### src/iabf_pkg.sv
// Shared types and constants for the integer-to-ASCII base formatter.
// Used by iabf_digit_unit and integer_to_ascii_base_formatter; no dependencies.
package iabf_pkg;

  // Digit store sizing.
  localparam int unsigned DIGIT_STORE_DEPTH = 16;
  localparam int unsigned DIGIT_IDX_W       = $clog2(DIGIT_STORE_DEPTH);
  localparam int unsigned DIGIT_CNT_W       = $clog2(DIGIT_STORE_DEPTH + 1);

  // Field widths.
  localparam int unsigned VALUE_W = 64;
  localparam int unsigned CMD_W   = 3;
  localparam int unsigned CHAR_W  = 8;
  localparam int unsigned DIGIT_W = 4;

  // Conversion commands.
  localparam logic [CMD_W-1:0] CMD_SDEC = 3'd0;
  localparam logic [CMD_W-1:0] CMD_UDEC = 3'd1;
  localparam logic [CMD_W-1:0] CMD_OCT  = 3'd2;
  localparam logic [CMD_W-1:0] CMD_UHEX = 3'd3;
  localparam logic [CMD_W-1:0] CMD_PTR  = 3'd4;

  // ASCII codes.
  localparam logic [CHAR_W-1:0] CHAR_ZERO    = 8'h30;
  localparam logic [CHAR_W-1:0] CHAR_MINUS   = 8'h2D;
  localparam logic [CHAR_W-1:0] CHAR_X       = 8'h78;
  localparam logic [CHAR_W-1:0] CHAR_UPPER_A = 8'h41;
  localparam logic [CHAR_W-1:0] CHAR_LOWER_A = 8'd97;

  // Division by ten: q = (x * RECIP_TEN) >> RECIP_SHIFT is exact for 32-bit x.
  localparam logic [31:0] RECIP_TEN   = 32'hCCCC_CCCD;
  localparam int unsigned RECIP_SHIFT = 35;
  localparam int unsigned QUOT10_W    = 64 - RECIP_SHIFT;

  typedef enum logic [1:0] {
    BASE_DEC,
    BASE_OCT,
    BASE_HEX
  } base_e;

  typedef enum logic [2:0] {
    S_IDLE,
    S_DIV,
    S_FIX,
    S_PFX0,
    S_PFXX,
    S_SIGN,
    S_DIGIT
  } state_e;

  typedef struct packed {
    logic  mul_en;
    base_e base;
  } div_ctrl_t;

endpackage

### src/iabf_digit_unit.sv
// Shared digit extraction unit: one quotient and remainder by the base per step.
// Depends on iabf_pkg. Base ten takes a registered reciprocal multiply first.
module iabf_digit_unit (
  input  logic                            clk_i,
  input  iabf_pkg::div_ctrl_t             ctrl_i,
  input  logic [iabf_pkg::VALUE_W-1:0]    work_i,
  output logic [iabf_pkg::VALUE_W-1:0]    quot_o,
  output logic [iabf_pkg::DIGIT_W-1:0]    digit_o
);

  logic [63:0]                     prod_q;
  logic [iabf_pkg::QUOT10_W-1:0]   q10;
  logic [32:0]                     tens;
  logic [32:0]                     rem10;

  always_ff @(posedge clk_i) begin
    if (ctrl_i.mul_en) begin
      prod_q <= work_i[31:0] * iabf_pkg::RECIP_TEN;
    end
  end

  assign q10   = prod_q[63:iabf_pkg::RECIP_SHIFT];
  assign tens  = {1'b0, q10, 3'b000} + {3'b000, q10, 1'b0};
  assign rem10 = {1'b0, work_i[31:0]} - tens;

  always_comb begin
    case (ctrl_i.base)
      iabf_pkg::BASE_OCT: begin
        quot_o  = {3'b000, work_i[iabf_pkg::VALUE_W-1:3]};
        digit_o = {1'b0, work_i[2:0]};
      end
      iabf_pkg::BASE_HEX: begin
        quot_o  = {4'b0000, work_i[iabf_pkg::VALUE_W-1:4]};
        digit_o = work_i[3:0];
      end
      default: begin
        quot_o  = {{(iabf_pkg::VALUE_W - iabf_pkg::QUOT10_W){1'b0}}, q10};
        digit_o = rem10[3:0];
      end
    endcase
  end

endmodule

### src/integer_to_ascii_base_formatter.sv
// Top level of the integer-to-ASCII base formatter.
// Depends on iabf_pkg and iabf_digit_unit.

// One input beat carries a 64-bit value and a command: 0 signed decimal, 1 unsigned
// decimal, 2 octal and 3 uppercase hexadecimal of the low 32 bits, 4 a 64-bit pointer
// printed as lowercase hexadecimal after "0x". Commands 5 to 7 are taken and produce
// nothing. The block answers with one output beat per character, most significant
// first, with last set on the final one; zero prints as a single "0". Work is done one
// number at a time: in_stall_o is high from the accepting edge until the last character
// has been loaded into the output register. Digits come from one shared divide unit,
// least significant first. Octal and hexadecimal give one digit per divide step;
// decimal takes a registered reciprocal multiply, then the remainder correction. The
// characters then leave at one per cycle when the output is not stalled. The output
// register lets the next number be accepted while the final character still waits.
module integer_to_ascii_base_formatter (
  input  logic                           clk_i,
  input  logic                           rst_ni,
  input  logic                           in_valid_i,
  output logic                           in_stall_o,
  input  logic [iabf_pkg::VALUE_W-1:0]   value_i,
  input  logic [iabf_pkg::CMD_W-1:0]     command_i,
  output logic                           out_valid_o,
  input  logic                           out_stall_i,
  output logic [iabf_pkg::CHAR_W-1:0]    ascii_char_o,
  output logic                           last_o
);

  iabf_pkg::state_e                      state_q, state_d;
  iabf_pkg::base_e                       base_q, base_in;
  logic                                  cmd_ok;
  logic                                  upper_q, ptr_q, neg_q;
  logic [iabf_pkg::VALUE_W-1:0]          work_q;
  logic [iabf_pkg::DIGIT_CNT_W-1:0]      count_q;
  logic [iabf_pkg::DIGIT_W-1:0]          store_q [iabf_pkg::DIGIT_STORE_DEPTH];

  iabf_pkg::div_ctrl_t                   div_ctrl;
  logic [iabf_pkg::VALUE_W-1:0]          quot;
  logic [iabf_pkg::DIGIT_W-1:0]          digit;
  logic                                  step_done, quot_zero;
  iabf_pkg::state_e                      emit_first;

  logic                                  emitting, load;
  logic [iabf_pkg::DIGIT_IDX_W-1:0]      rd_idx;
  logic [iabf_pkg::DIGIT_CNT_W-1:0]      cnt_m1;
  logic [iabf_pkg::DIGIT_W-1:0]          rd_digit;
  logic [iabf_pkg::CHAR_W-1:0]           char_d, char_q;
  logic                                  last_d, last_q, out_valid_q;
  logic                                  in_acc;

  // Command decode; unused codes are taken and dropped.
  always_comb begin
    cmd_ok  = 1'b1;
    base_in = iabf_pkg::BASE_DEC;
    unique case (command_i) inside
      iabf_pkg::CMD_SDEC, iabf_pkg::CMD_UDEC: base_in = iabf_pkg::BASE_DEC;
      iabf_pkg::CMD_OCT:                      base_in = iabf_pkg::BASE_OCT;
      iabf_pkg::CMD_UHEX, iabf_pkg::CMD_PTR:  base_in = iabf_pkg::BASE_HEX;
      default:                                cmd_ok  = 1'b0;
    endcase
  end

  assign in_stall_o = (state_q != iabf_pkg::S_IDLE);
  assign in_acc     = in_valid_i && !in_stall_o;

  // The shared divide unit. For base ten the multiply is registered in S_DIV and
  // the quotient and remainder are formed in S_FIX.
  assign div_ctrl.mul_en = (state_q == iabf_pkg::S_DIV);
  assign div_ctrl.base   = base_q;

  iabf_digit_unit u_digit_unit (
    .clk_i   (clk_i),
    .ctrl_i  (div_ctrl),
    .work_i  (work_q),
    .quot_o  (quot),
    .digit_o (digit)
  );

  assign step_done = ((state_q == iabf_pkg::S_DIV) && (base_q != iabf_pkg::BASE_DEC))
                     || (state_q == iabf_pkg::S_FIX);
  assign quot_zero = (quot == '0);
  assign emit_first = ptr_q ? iabf_pkg::S_PFX0
                    : (neg_q ? iabf_pkg::S_SIGN : iabf_pkg::S_DIGIT);

  // A character may be loaded whenever the output register is empty or draining.
  assign emitting = (state_q == iabf_pkg::S_PFX0) || (state_q == iabf_pkg::S_PFXX)
                    || (state_q == iabf_pkg::S_SIGN) || (state_q == iabf_pkg::S_DIGIT);
  assign load     = emitting && (!out_valid_q || !out_stall_i);

  // The digit count doubles as the read pointer while digits go out.
  assign cnt_m1   = count_q - 1'b1;
  assign rd_idx   = cnt_m1[iabf_pkg::DIGIT_IDX_W-1:0];
  assign rd_digit = store_q[rd_idx];

  // Next state.
  always_comb begin
    state_d = state_q;
    unique case (state_q)
      iabf_pkg::S_IDLE: begin
        if (in_acc && cmd_ok) state_d = iabf_pkg::S_DIV;
      end
      iabf_pkg::S_DIV: begin
        if (base_q == iabf_pkg::BASE_DEC) state_d = iabf_pkg::S_FIX;
        else if (quot_zero)               state_d = emit_first;
      end
      iabf_pkg::S_FIX: begin
        state_d = quot_zero ? emit_first : iabf_pkg::S_DIV;
      end
      iabf_pkg::S_PFX0: begin
        if (load) state_d = iabf_pkg::S_PFXX;
      end
      iabf_pkg::S_PFXX: begin
        if (load) state_d = neg_q ? iabf_pkg::S_SIGN : iabf_pkg::S_DIGIT;
      end
      iabf_pkg::S_SIGN: begin
        if (load) state_d = iabf_pkg::S_DIGIT;
      end
      iabf_pkg::S_DIGIT: begin
        if (load && (count_q == iabf_pkg::DIGIT_CNT_W'(1))) state_d = iabf_pkg::S_IDLE;
      end
      default: state_d = iabf_pkg::S_IDLE;
    endcase
  end

  // Character selection for the output register.
  always_comb begin
    char_d = iabf_pkg::CHAR_ZERO;
    last_d = 1'b0;
    unique case (state_q)
      iabf_pkg::S_PFX0: char_d = iabf_pkg::CHAR_ZERO;
      iabf_pkg::S_PFXX: char_d = iabf_pkg::CHAR_X;
      iabf_pkg::S_SIGN: char_d = iabf_pkg::CHAR_MINUS;
      iabf_pkg::S_DIGIT: begin
        if (rd_digit < 4'd10) begin
          char_d = iabf_pkg::CHAR_ZERO + {4'b0000, rd_digit};
        end else begin
          char_d = (upper_q ? iabf_pkg::CHAR_UPPER_A : iabf_pkg::CHAR_LOWER_A)
                   + {4'b0000, rd_digit} - 8'd10;
        end
        last_d = (count_q == iabf_pkg::DIGIT_CNT_W'(1));
      end
      default: begin
        char_d = iabf_pkg::CHAR_ZERO;
        last_d = 1'b0;
      end
    endcase
  end

  // Control and working registers.
  always_ff @(posedge clk_i or negedge rst_ni) begin
    if (!rst_ni) begin
      state_q <= iabf_pkg::S_IDLE;
      work_q  <= '0;
      count_q <= '0;
      neg_q   <= 1'b0;
      base_q  <= iabf_pkg::BASE_DEC;
      upper_q <= 1'b0;
      ptr_q   <= 1'b0;
    end else begin
      state_q <= state_d;
      if (in_acc && cmd_ok) begin
        base_q  <= base_in;
        upper_q <= (command_i == iabf_pkg::CMD_UHEX);
        ptr_q   <= (command_i == iabf_pkg::CMD_PTR);
        count_q <= '0;
        if (command_i == iabf_pkg::CMD_PTR) begin
          work_q <= value_i;
          neg_q  <= 1'b0;
        end else if ((command_i == iabf_pkg::CMD_SDEC) && value_i[31]) begin
          // Two's complement magnitude; the most negative value maps to 2^31.
          work_q <= {32'd0, 32'd0 - value_i[31:0]};
          neg_q  <= 1'b1;
        end else begin
          work_q <= {32'd0, value_i[31:0]};
          neg_q  <= 1'b0;
        end
      end else if (step_done) begin
        work_q <= quot;
        if (count_q < iabf_pkg::DIGIT_CNT_W'(iabf_pkg::DIGIT_STORE_DEPTH)) begin
          count_q <= count_q + 1'b1;
        end
      end else if (load && (state_q == iabf_pkg::S_DIGIT)) begin
        count_q <= cnt_m1;
      end
    end
  end

  // Digit store: written least significant first, no reset.
  always_ff @(posedge clk_i) begin
    if (step_done
        && (count_q < iabf_pkg::DIGIT_CNT_W'(iabf_pkg::DIGIT_STORE_DEPTH))) begin
      store_q[count_q[iabf_pkg::DIGIT_IDX_W-1:0]] <= digit;
    end
  end

  // Output register.
  always_ff @(posedge clk_i or negedge rst_ni) begin
    if (!rst_ni) begin
      out_valid_q <= 1'b0;
    end else if (load) begin
      out_valid_q <= 1'b1;
    end else if (!out_stall_i) begin
      out_valid_q <= 1'b0;
    end
  end

  always_ff @(posedge clk_i) begin
    if (load) begin
      char_q <= char_d;
      last_q <= last_d;
    end
  end

  assign out_valid_o  = out_valid_q;
  assign ascii_char_o = char_q;
  assign last_o       = last_q;

  // The multiply phase always comes straight before the correction phase.
  a_fix_after_div: assert property (@(posedge clk_i) disable iff (!rst_ni)
    (state_q == iabf_pkg::S_FIX) |-> ($past(state_q) == iabf_pkg::S_DIV))
    else $error("correction step without a preceding multiply step");

  // Digits are never sent from an empty store.
  a_digit_nonempty: assert property (@(posedge clk_i) disable iff (!rst_ni)
    (state_q == iabf_pkg::S_DIGIT) |-> (count_q != '0))
    else $error("digit emission with an empty digit store");

  // The count never passes the store depth.
  a_count_bound: assert property (@(posedge clk_i) disable iff (!rst_ni)
    count_q <= iabf_pkg::DIGIT_CNT_W'(iabf_pkg::DIGIT_STORE_DEPTH))
    else $error("digit count beyond store depth");

  // Loading the final character returns the block to idle.
  a_last_to_idle: assert property (@(posedge clk_i) disable iff (!rst_ni)
    (load && last_d) |=> (state_q == iabf_pkg::S_IDLE))
    else $error("final character loaded but block not idle");

  // Only the final digit of a number carries last.
  a_last_only_digit: assert property (@(posedge clk_i) disable iff (!rst_ni)
    (load && last_d) |-> (state_q == iabf_pkg::S_DIGIT))
    else $error("last flag on a non-digit character");

endmodule
### config.mk
export PLATFORM = sky130hd
export DESIGN_NAME = integer_to_ascii_base_formatter
export DESIGN_NICKNAME = d
export VERILOG_FILES = /design/src/iabf_pkg.sv /design/src/iabf_digit_unit.sv /design/src/integer_to_ascii_base_formatter.sv
export SDC_FILE = /design/constraint.sdc
export NUM_CORES = 2
export LEC_CHECK = 0
export BUFFER_PORTS_ARGS = -buffer_cell sky130_fd_sc_hd__buf_2
export CAP_MARGIN = 20
export CORE_MARGIN = 2
export CORE_UTILIZATION = 45
export DETAILED_ROUTE_END_ITERATION = 16
export SYNTH_ARGS = -nofsm -noshare
export SYNTH_HDL_FRONTEND = slang
export SYNTH_SLANG_ARGS = --single-unit
### constraint.sdc
create_clock -name clk_i -period 11.65 [get_ports clk_i]
set_input_delay 0 -clock clk_i [delete_from_list [all_inputs] [get_ports clk_i]]
set_output_delay 0 -clock clk_i [all_outputs]
set_load 0.03 [all_outputs]
==> out/summary.txt <==
status: finished, violations left
failing checks: negative hold slack
Post-CTS Setup Repair Bufs: 0
Yosys cell types: 80
clock latency on the worst-skew pair: 0.45 ns
die area: 60,100 um2
sequential area share after synthesis: 19.0%
fin crit period: 8.27 ns
pin count of the biggest net entering global routing: 86
count of pins over their slew limit: 0
Core ar.: 57,600 um2
critical path required time: 11.84 ns
Worst setup EP type: register
reg-to-reg endpoint: u_digit_unit.prod_q[49]
EDFF count, synth: 101
via count: 19.2k
Post-synth top flop: edfxtp_1
final count of hold timing violations: 1
r2r worst-path depth: 22
Critical Path Start Type: register
top cell type's share of synthesized area: 29.5%
synth cell count leaders: 573 x inv_1, 386 x fa_1, 360 x ha_1
initial DRC count: 1,640
Final ANT Viol Nets: 0
setup TNS: 0 ns
initial antenna violation count: 1
root cell of the clock tree: clkbuf_16
DRC: 0
Fin Hold WS: -0.00226 ns
worst min-delay path startpoint: value_i[6]
clock transition at the registers of the reported paths: 0.08 ns
# H-tree levels: 4
height of the chip: 245 um
area growth from synthesis to layout: 9.39%
Syn Nets: 3,378
asr flop ratio synth: 43.6%
RSZ-0062 raised after global routing: no
max cap viols: 0
Fillers: 5,336
DRT Wirelength: 81,800 um
cell accounting for the most synthesized area: fa_1
clk_skew: 0.0152 ns
hold path cells: 3
layout cell share with drive strength beyond 1: 6.54%
Tot GR Track Use: 27.8%
dominant cells by area after synthesis: fa_1 30%, ha_1 17%, edfxtp_1 12%
Crit Reg-Reg Startpoint: work_q[8]
Worst-Margin Slew: 1.13 ns
peak fanout along the critical path: 10
#FFs+latches synth: 179
Slew HR: 23.5%
final period utilization: 71.0%
number of iterations in the first detailed-routing pass: 6
TritonCTS Sinks: 179
CTS Buf Count: 17
CP arrival: 8.46 ns
gpl congestion: 0.961
CTS tree: built
class of the tightest hold or removal check: input port to register
top-level I/O count: 82
IO Port Bufs: 80
global route total overflow: 0
Seq. cell area: 4980 um2
mapped cell area: 26,200 um2
hold endpoint: work_q[6]
Die Wd: 245 um
Synth Warn #: 0
Starting Density: 45.5%
Cells after Synth: 2,561
vias per inst: 5.57
most frequent cell after synthesis: inv_1
Multi-input gate area: 18,700 um2
register-to-register setup slack: 3.38 ns
CTS max path bufs: 2
critical setup path kind: register to register
Rows: 88
Layout Nets: 3,478
global-route wire length before repair: 123,000 um
final setup vio count: 0
Detail Placement HPWL: 69,100 um
syn_area_per_cell: 10.2 um2
Max Clk Rate: 0.121 GHz
vias in the first global route: 19.8k
Avg WL per Cell: 23.8 um
==> cell type report <==
| cell class | instances | area share, % |
|---|---|---|
| well taps | 765 | 3.34 |
| flip-flops and latches | 179 | 17.4 |
| multi-input cells | 1725 | 65.5 |
| clock buffers | 17 | 1.49 |
| inverters | 574 | 7.52 |
| repair buffers | 164 | 4.16 |
| diodes | 2 | 0.0175 |
| clock inverters | 15 | 0.612 |
==> metrics by stage <==
stage	setup slack, ns	hold slack [ns]	area (um2)	utilization, %	std cells
2_1_floorplan	4.77	-0.296	26200	-	2561
3_3_place_gp	3.56	-0.0317	27400	47.5	3338
3_5_place_dp	3.59	-0.0245	27400	47.5	3339
4_1_cts	3.54	0.000000194	28600	49.7	3435
5_1_grt	3.12	0.00727	28600	49.7	3440
6_report	3.38	-0.00226	28600	49.7	3441
==> critical path, stage by stage (launching register included) <==
cell	delay, ns
dfrtp_1	0.75
ha_1	0.50
inv_1	0.17
fa_1	0.55
inv_1	0.05
fa_1	0.55
inv_1	0.07
fa_1	0.51
inv_1	0.06
fa_1	0.56
fa_1	0.43
fa_1	0.51
fa_1	0.42
ha_1	0.43
nand2_1	0.22
nor3_1	0.23
nand3_1	0.14
a311oi_1	0.55
or4_1	0.30
nand3_1	0.24
a31oi_1	0.42
a311o_1	0.26
xor2_1	0.07
==> routing by layer <==
metal / wire [um] / track usage (%)
met1: 34600 / 37.4
met3: 5000 / 4.99
met4: 3500 / 10.8
met2: 38700 / 44.5
met5: 0 / 0
==> cell usage in the layout (no fill, tap or decap), types with 9 or more instances in the layout <==
cell type / synthesis / routed
nand3_1: 50 / 50
nand4_1: 21 / 21
o21ai_1: 24 / 24
and2_1: 17 / 17
xnor2_1: 54 / 54
mux4_2: 20 / 20
dlygate4sd3_1: 0 / 64
a31oi_1: 34 / 34
nand2b_1: 9 / 9
o21ai_0: 48 / 48
a21oi_1: 117 / 117
nor2_1: 74 / 70
nor3_1: 19 / 19
nand2_1: 137 / 137
and3_1: 9 / 9
a22oi_1: 12 / 12
a22o_1: 53 / 53
edfxtp_1: 101 / 101
clkbuf_16: 0 / 17
buf_4: 2 / 20
xor2_1: 56 / 56
mux2i_1: 26 / 26
fa_1: 386 / 386
o221ai_1: 26 / 26
a21o_1: 42 / 42
dfrtp_1: 78 / 78
ha_1: 360 / 357
inv_1: 573 / 573
a211oi_1: 10 / 10
nor2b_1: 10 / 10
buf_2: 2 / 80
==> logic make-up (layout without fill, tap and decap cells) <==
| family | count (synthesis) | in the layout | synth area share (%) |
|---|---|---|---|
| adders and majority gates | 746 | 746 | 46.7 |
| buffers and inverters | 657 | 770 | 9.49 |
| AOI/OAI and AO/OA | 437 | 437 | 11.2 |
| and+or+nand+nor | 384 | 384 | 7.09 |
| DFF | 179 | 179 | 19.0 |
| xor gates and xnor gates | 110 | 110 | 3.68 |
| muxes | 47 | 47 | 2.76 |
| other | 1 | 3 | 0.0143 |
==> registers in the layout, indices dropped and copies added, names as in the netlist <==
signal and cells:
neg_q 1, upper_q 1, last_o 1, ptr_q 1, count_q 5, u_digit_unit.prod_q 29, ascii_char_o 7, work_q 64
base_q 2, out_valid_o 1, state_q 3, store_q 64
==> repair_timing <==
action                                 4_1_cts  5_1_grt
endpoints found under the hold margin       91        0
hold buffers                                64        0
gates resized for setup                      0        0
==> how the worst max path moves through the flow <==
stage,start,to,slack [ns],cells past startpoint
after floorplan,work_q[18],u_digit_unit.prod_q[62],4.77,23
after global routing,work_q[8],u_digit_unit.prod_q[49],3.12,22
after detailed placement,work_q[8],u_digit_unit.prod_q[42],3.59,22
after CTS,work_q[8],u_digit_unit.prod_q[42],3.54,22
after global placement,work_q[8],u_digit_unit.prod_q[42],3.56,22
final,work_q[8],u_digit_unit.prod_q[49],3.38,22
Power is not shown: default switching activity piles up to over one toggle a cycle in this logic, so the estimate is an artifact.
